`src/hw/rtl/point_pose_transform_cube_binning_unit_macros.svh`:
```
// assertion macros of the point transform and cube binning unit
`ifndef POINT_POSE_TRANSFORM_CUBE_BINNING_UNIT_MACROS_SVH
`define POINT_POSE_TRANSFORM_CUBE_BINNING_UNIT_MACROS_SVH

// same-cycle implication, clocked on clk_i, off during reset
`define PPCB_ASSERT_IMP(lbl, ante, cons) \
  lbl: assert property (@(posedge clk_i) disable iff (!rst_ni) (ante) |-> (cons)) \
    else $error("ppcb check failed");

// implication after a fixed number of cycles
`define PPCB_ASSERT_LAT(lbl, ante, dly, cons) \
  lbl: assert property (@(posedge clk_i) disable iff (!rst_ni) (ante) |-> ##dly (cons)) \
    else $error("ppcb latency check failed");

`endif

```
`src/hw/rtl/ppcb_pkg.sv`:
```
// package: types, constants and helper functions of the point transform and binning unit
`default_nettype none

package ppcb_pkg;

  localparam int unsigned GRID_WIDTH  = 21;
  localparam int unsigned GRID_HEIGHT = 21;
  localparam int unsigned GRID_DEPTH  = 11;
  localparam int unsigned CUBE_SIZE_M = 50;

  localparam int unsigned LATENCY    = 8;
  localparam int unsigned CFG_IDX_W  = 3;
  localparam int unsigned CFG_DATA_W = 32;
  localparam int unsigned CENTER_W   = 24;
  localparam int unsigned CELL_W     = 8;
  localparam int unsigned IDX_W      = 13;
  localparam int unsigned PROD_W     = 34;
  localparam int unsigned SUM_W      = 36;
  localparam int unsigned OFF_W      = 33;
  localparam int unsigned MAG_W      = 16;
  localparam int unsigned RECIP_W    = 33;
  localparam int unsigned REM_W      = MAG_W + 11;
  localparam int unsigned CUBE_W     = 18;
  localparam int unsigned FULL_IDX_W = 26;

  localparam logic [RECIP_W-1:0] RECIP = RECIP_W'((64'd1 << 32) / CUBE_SIZE_M);
  localparam logic signed [OFF_W-1:0] HALF_CUBE = OFF_W'(CUBE_SIZE_M * 32768);

  localparam logic signed [31:0] Q_ONE   = 32'sh4000_0000;
  localparam logic signed [31:0] Q_NEG   = 32'shC000_0000;
  localparam logic signed [63:0] ONE_Q60 = 64'sh1000_0000_0000_0000;
  localparam logic signed [33:0] R_MAX   = 34'sh0_FFFF_FFFF;
  localparam logic signed [33:0] R_MIN   = 34'sh3_0000_0001;
  localparam logic signed [SUM_W-1:0] W32_MAX = 36'sh0_7FFF_FFFF;
  localparam logic signed [SUM_W-1:0] W32_MIN = 36'shF_8000_0000;
  localparam logic [CENTER_W-1:0] CENTER_RESET = 24'h05_0A0A;

  typedef enum logic [CFG_IDX_W-1:0] {
    CFG_ROT_W,
    CFG_ROT_X,
    CFG_ROT_Y,
    CFG_ROT_Z,
    CFG_TRANS_X,
    CFG_TRANS_Y,
    CFG_TRANS_Z,
    CFG_GRID_CENTER
  } cfg_idx_e;

  typedef struct packed {
    logic signed [31:0] point_x;
    logic signed [31:0] point_y;
    logic signed [31:0] point_z;
    logic [31:0]        point_intensity;
  } point_t;

  typedef struct packed {
    logic signed [31:0] world_x;
    logic signed [31:0] world_y;
    logic signed [31:0] world_z;
    logic [31:0]        out_intensity;
    logic [IDX_W-1:0]   cube_index;
    logic               in_grid;
  } result_t;

  // row-major rotation matrix, each entry signed q.30
  typedef logic [2:0][2:0][32:0] rot_mat_t;

  typedef struct packed {
    logic [2:0][31:0]       trans;
    logic [2:0][CELL_W-1:0] center;
  } cfg_t;

  typedef struct packed {
    logic [2:0][31:0]      world;
    logic [2:0][OFF_W-1:0] off;
    logic [31:0]           intensity;
  } rot_stage_t;

  function automatic logic signed [31:0] clamp_q(input logic signed [31:0] v);
    logic signed [31:0] r;
    if (v > Q_ONE) begin
      r = Q_ONE;
    end else if (v < Q_NEG) begin
      r = Q_NEG;
    end else begin
      r = v;
    end
    return r;
  endfunction

  function automatic logic signed [32:0] rentry(input logic signed [63:0] v);
    logic signed [33:0] sh;
    logic signed [32:0] r;
    sh = v[63:30];
    if (sh > R_MAX) begin
      r = R_MAX[32:0];
    end else if (sh < R_MIN) begin
      r = R_MIN[32:0];
    end else begin
      r = sh[32:0];
    end
    return r;
  endfunction

  function automatic logic signed [31:0] sat32(input logic signed [SUM_W-1:0] s);
    logic signed [31:0] r;
    if (s > W32_MAX) begin
      r = 32'sh7FFF_FFFF;
    end else if (s < W32_MIN) begin
      r = 32'sh8000_0000;
    end else begin
      r = s[31:0];
    end
    return r;
  endfunction

endpackage

`default_nettype wire

```
`src/hw/rtl/ppcb_bin.sv`:
```
// cube coordinate division, range check and linear index stages
`default_nettype none

module ppcb_bin
  import ppcb_pkg::*;
(
  input  wire             clk_i,
  input  wire             rst_ni,
  input  wire             vld_i,
  input  wire rot_stage_t stage_i,
  input  wire cfg_t       cfg_i,
  output logic            done_o,
  output result_t         result_o
);

  logic [2:0]              vld_q;
  logic [2:0]              neg_d, neg_q;
  logic [MAG_W-1:0]        mag_d [3];
  logic [MAG_W-1:0]        mag_q [3];
  logic [MAG_W-1:0]        qe_d [3];
  logic [MAG_W-1:0]        qe_q [3];
  logic signed [OFF_W-1:0] off_s [3];
  logic signed [OFF_W-1:0] abs_s [3];
  logic [MAG_W+RECIP_W-1:0] qp [3];
  logic [REM_W-1:0]        rem [3];
  logic [MAG_W-1:0]        quo [3];
  logic [CUBE_W-1:0]       cube_d [3];
  logic [CUBE_W-1:0]       cube_q [3];
  logic [2:0][31:0]        world6_q, world7_q;
  logic [31:0]             int6_q, int7_q;
  logic [2:0]              ok;
  logic [FULL_IDX_W-1:0]   full_idx;
  result_t                 res_d, res_q;

  always_ff @(posedge clk_i or negedge rst_ni) begin
    if (!rst_ni) begin
      vld_q <= '0;
    end else begin
      vld_q <= {vld_q[1:0], vld_i};
    end
  end

  // magnitude and reciprocal estimate of the quotient
  always_comb begin
    for (int a = 0; a < 3; a++) begin
      off_s[a] = $signed(stage_i.off[a]);
      neg_d[a] = off_s[a][OFF_W-1];
      abs_s[a] = neg_d[a] ? -off_s[a] : off_s[a];
      mag_d[a] = abs_s[a][31:16];
      qp[a]    = (MAG_W+RECIP_W)'(mag_d[a]) * (MAG_W+RECIP_W)'(RECIP);
      qe_d[a]  = qp[a][MAG_W+31:32];
    end
  end

  // correction, floor for negatives, centre offset
  always_comb begin
    for (int a = 0; a < 3; a++) begin
      rem[a]    = REM_W'(mag_q[a]) - REM_W'(qe_q[a]) * REM_W'(CUBE_SIZE_M);
      quo[a]    = qe_q[a] + MAG_W'(rem[a] >= REM_W'(CUBE_SIZE_M));
      cube_d[a] = (neg_q[a] ? ~CUBE_W'(quo[a]) : CUBE_W'(quo[a]))
                + CUBE_W'(cfg_i.center[a]);
    end
  end

  always_comb begin
    ok[0] = !cube_q[0][CUBE_W-1] && (cube_q[0] < CUBE_W'(GRID_WIDTH));
    ok[1] = !cube_q[1][CUBE_W-1] && (cube_q[1] < CUBE_W'(GRID_HEIGHT));
    ok[2] = !cube_q[2][CUBE_W-1] && (cube_q[2] < CUBE_W'(GRID_DEPTH));
    full_idx = FULL_IDX_W'(cube_q[0][CELL_W-1:0])
             + FULL_IDX_W'(GRID_WIDTH) * FULL_IDX_W'(cube_q[1][CELL_W-1:0])
             + FULL_IDX_W'(GRID_WIDTH * GRID_HEIGHT) * FULL_IDX_W'(cube_q[2][CELL_W-1:0]);
    res_d.world_x       = world7_q[0];
    res_d.world_y       = world7_q[1];
    res_d.world_z       = world7_q[2];
    res_d.out_intensity = int7_q;
    res_d.in_grid       = &ok;
    res_d.cube_index    = (&ok) ? full_idx[IDX_W-1:0] : '0;
  end

  always_ff @(posedge clk_i) begin
    neg_q    <= neg_d;
    mag_q    <= mag_d;
    qe_q     <= qe_d;
    world6_q <= stage_i.world;
    int6_q   <= stage_i.intensity;
    cube_q   <= cube_d;
    world7_q <= world6_q;
    int7_q   <= int6_q;
    res_q    <= res_d;
  end

  assign done_o   = vld_q[2];
  assign result_o = res_q;

endmodule

`default_nettype wire
```
`config.mk`:
```
export PLATFORM = sky130hd
export DESIGN_NAME = ppcb_bin
export DESIGN_NICKNAME = d
export VERILOG_FILES = /design/src/hw/rtl/point_pose_transform_cube_binning_unit_macros.svh /design/src/hw/rtl/ppcb_pkg.sv /design/src/hw/rtl/ppcb_bin.sv
export SDC_FILE = /design/constraint.sdc
export NUM_CORES = 2
export LEC_CHECK = 0
export BUFFER_PORTS_ARGS = -buffer_cell sky130_fd_sc_hd__buf_4
export CORE_MARGIN = 2
export CORE_UTILIZATION = 25
export CTS_CLUSTER_DIAMETER = 40
export DETAILED_ROUTE_END_ITERATION = 8
export PLACE_DENSITY = 0.41
export REMOVE_ABC_BUFFERS = 1
export SYNTH_ARGS = -nofsm -noshare
export SYNTH_HDL_FRONTEND = slang
export SYNTH_SLANG_ARGS = --single-unit
```
`constraint.sdc`:
```
create_clock -name clk_i -period 9.1 [get_ports clk_i]
set_input_delay 1.365 -clock clk_i [delete_from_list [all_inputs] [get_ports clk_i]]
set_output_delay 1.365 -clock clk_i [all_outputs]
set_load 0.005 [all_outputs]
```
# --- Yosys cells after proc, flatten, opt, wreduce, memory -nomap -nowiden ---
# Cells that the tools add are included.
totals:
  ff_bits: 539
  out_inout_bits: 143
op_classes:
  addsub: 14
  order_cmp: 6
  reduce_logical: 7
  n_mul: 8
  mux: 6
  bitwise: 3
op_table:
  columns: ["cell", "count"]
  rows:
  - ["multiplier 16 x 27 -> 43 bit (second input constant)", 3]
  - ["2-to-1 mux 32 bit", 3]
  - ["negation 32 bit", 3]
  - [">= comparator 27 x 6 -> 1 bit (second input constant)", 3]
  - ["adder 18 x 8 -> 18 bit", 3]
  - ["2-to-1 mux 18 bit", 3]
  - ["inverter 12 -> 18 bit", 3]
  - ["subtractor 16 x 17 -> 18 bit", 3]
  - ["multiplier 11 x 5 -> 16 bit (second input constant)", 3]
  - ["adder 11 x 1 -> 12 bit", 3]
  - ["less-than comparator 18 x 5 -> 1 bit (second input constant)", 2]
  - ["less-than comparator 18 x 4 -> 1 bit (second input constant)", 1]
  - ["adder 13 bit", 1]
  - ["adder 8 x 13 -> 13 bit", 1]
  - ["multiplier 5 x 8 -> 13 bit (first input constant)", 1]
  - ["multiplier 9 x 8 -> 13 bit (first input constant)", 1]
  - ["logical AND 1 bit", 3]
  - ["logical NOT 1 bit", 3]
  - ["AND reduction 3 bit", 1]

# --- Logic depth before layout (Yosys ltp) ---
logic_depth:
  depth_word: 7
  depth_mapped: 37
  ltp_nobuf: 37

# --- Least setup slack after synthesis ---
# Ideal clock, no wire load.
synth_timing:
  path_type: "input -> register"
  from: "input stage_i[104] (netlist name)"
  to: "register qe_q[9] (netlist name)"
  cell_stages: 28
  setup_slack_ps: -716
  n_path_buf: 0
  required_ps: 9028
  arrival_time_ps: 9744
  cell_sequence: "nor4_1 > nand4_1 > or2_1 > or3_4 > or4_4 > or4_4 > or4_4 > or3_4 > o21ai_4 > xor2_1 > fa_1 > inv_1 > fa_1 > fa_1 > fa_1 > inv_1 > fa_1 > fa_1 > ha_1 > nor2b_1 > o41ai_1 > a21oi_1 > a31oi_1 > nand3b_1 > a211o_1 > a211o_1 > a21oi_1 > xnor2_1"
synth_rtl:
  columns: ["element", "line_no", "rtl"]
  rows:
  - ["start, declared", "ppcb_bin.sv:10", "input wire rot_stage_t stage_i,"]
  - ["end signal, assigned", "ppcb_bin.sv:83", "qe_q <= qe_d;"]
  - ["end, declared", "ppcb_bin.sv:21", "logic [MAG_W-1:0] qe_q [3];"]

==> impl_metrics.toml <==
[worst_setup_path]
critPathSlowestCell = "fa_2"
endpoint_kind = "flop"
r2r-start = "qe_q[35]"
cpLargestDelayFamily = "adder cells"
crit_path_max_fanout = 3
cp_data_required_time_ns = 9.59
critical-path-max-stage-delay_ns = 0.58
cp-start-kind = "input port"
critical_path_arrival_ns = 9.67
cp_num_buf_inv = 5
r2r-end = "cube_q[48]"
worst_r2r_path_depth = 35
reg2reg_slack_ns = 1.06
critical_path_class = "in2reg"

[drt]
wl_microns = 100000
route.detailed.drc = 0
routedWlPerCell_microns = 15.6
vias_per_cell = 4.02
dr.pass1.iters = 4
drt-initial-drc-count = 767
ant_nets = 0
dr_total_vias = 25800

[job]
max_cap_viol_count = 0

[timing]
setup-violations-final = 5
period_minus_slack_ns = 9.17
relSlewSlack = 0.322
min_period_over_period = 1.01
max_freq_ghz = 0.109
slew_viol_final = 0
hold_viol_final = 0
setup_ws_ns = -0.0722
skew_ns = 0.0244
rsz0062_at_grt = "true"
worst_pin_slew_ns = 1.01

[logic_synthesis]
synth_top_family_by_area = "adder cells"
synthDistinctLibCells = 59
yosysSeqAreaShare = 0.281
synthCells = 3462
ys_top_cells_by_area = "dfxtp_1 28%, ha_1 24%, fa_1 23%"
synth.avg_cell_area_sq_um = 11.0
synth_top_area_frac = 0.280
synthSimpleGateAreaFrac = 0.0572
ys.flop_type = "dfxtp_1"
synth_xor_area_frac = 0.0576
yosys_warnings = 0
synth_top_area_cell = "dfxtp_1"
netlist_area_sq_um = 38200
synth-adder-area-share = 0.470
synth-compound-area-share = 0.0629
ys_ff_latch = 536
synth_edf_count = 0
synthArstFlopShare = 0.00560
synth.area.mux_share = 0.00213

[run_status]
violations = "setup timing"
status = "finished with violations"

[clock_tree]
numCtsBuffers = 75
cts_tree = "done"
numClockSinks = 536
clk_latency_ns = 0.63
clockRootBuffer = "clkbuf_16"
htree_num_levels = 3
hold_buffers = 0
cts_buffer_depth = 3
clkSlewWorstSetupHoldPaths_ns = 0.06

[min_path]
hold_end = "res_d[134]"
holdCritStartpoint = "world6_q[24]"
hold_path_depth = 0
hold_path_class = "reg2reg"

[global_routing]
grt_pass1_wl_microns = 159000
grt_pass1_vias = 28000
grt_max_degree = 20
grtUsageTotal = 0.131
grt_antenna_before_repair = 3
grt_overflow_total = 0

[final_layout]
multi_input_area_sq_um = 25800
seq_area_sq_um = 10700
n_fill_cell = 15500
area_delta_synth_final_pct = 32.1
fin_nets = 5857
final_cells = 6421
final_common_cell = "buf_4"
drive_above_1_share = 0.248
final_cell_mix = "777 x buf_4, 720 x ha_1, 671 x inv_1, 533 x dfxtp_1, 413 x fa_1"

[floorplanning]
die_area_sq_um = 156000
rows = 143
die_y_microns = 395
dieWidth_microns = 395
core_sq_um = 152000
io-pin-count = 493
initial_utilization = 0.252

[placement]
portBuffers = 396
dp_cells = 6200
gp_congestion = 0.841
hpwl_microns = 86700
==> metal layers <==
metal | track usage | share of wire
met1 | 0.181 | 0.48
met2 | 0.214 | 0.46
met3 | 0.0200 | 0.040
met4 | 0.0283 | 0.018
met5 | 0 | 0.00018
==> registers in the layout, summed over array words and instances (netlist names) <==
register / cells
res_d: 96
cube_q: 54
int7_q: 32
vld_q: 3
neg_q: 3
world6_q: 96
mag_q: 45
qe_q: 33
int6_q: 32
result_o: 142
==> cells in the mapped netlist, types with 32 or more instances <==
cell,number
ha_1,744
inv_1,682
dfxtp_1,533
fa_1,432
xnor2_1,176
a21oi_1,118
nor2_1,91
nand2_1,85
o21ai_0,75
xor2_1,75
a21o_1,57
nor3_1,39
nand3_1,32
==> worst max-delay path by stage <==
stage            startpoint        to  cells after the start
3_3_place_gp    stage_i[65]  qe_q[26]                     32
2_1_floorplan  stage_i[104]   qe_q[9]                     28
5_1_grt        stage_i[105]   qe_q[9]                     29
6_report        stage_i[79]  qe_q[26]                     31
3_5_place_dp    stage_i[65]  qe_q[26]                     32
4_1_cts        stage_i[112]   qe_q[9]                     29
==> worst reg2reg max path, delay by kind of cell, from the launching register on <==
kind                     cells  cell delay, ns
adder cells (fa/ha/maj)      8            2.70
flip-flops                   1            0.48
XOR/XNOR                     3            0.43
AND/OR/NAND/NOR              8            1.32
AO/OA/AOI/OAI               16            2.99
==> cells by family after synthesis <==
kind of cell	count (synthesis)
AND/OR/NAND/NOR	419
buffers and inverters	695
AO/OA/AOI/OAI	377
XOR/XNOR	251
flip-flops	536
adder cells (fa/ha/maj)	1176
multiplexers	8
==> what timing repair did <==
| item | CTS | global route |
|---|---|---|
| pin swaps | 27 | 119 |
| setup buffers | 61 | 32 |
| endpoints found under the setup margin | 27 | 30 |
| resized for setup | 44 | 153 |
==> cell type report <==
class	count	share of cell area
tap	2030	0.0503
antenna	1	0.0000496
clock inverter	39	0.0107
sequential	536	0.213
multi-input combinational	2231	0.511
timing repair buffer	805	0.122
clock buffer	97	0.0416
inverter	682	0.0507
==> per-stage QoR <==
step / setup TNS (ns) / instance area (sq um) / hold slack [ns] / setup slack, ns / util
3_3_place_gp: -32.52 / 46100 / 0.310 / -1.65 / 0.304
5_1_grt: -3.68 / 50400 / 0.288 / -0.358 / 0.332
4_1_cts: -0.0109 / 49400 / 0.289 / -0.0109 / 0.326
2_1_floorplan: -7.44 / 38100 / 0.310 / -0.716 / -
6_report: -0.250 / 50400 / 0.298 / -0.0722 / 0.332
3_5_place_dp: -31.76 / 46100 / 0.312 / -1.58 / 0.304
Power is not shown: default switching activity piles up to over one toggle a cycle in this logic, so the estimate is an artifact.
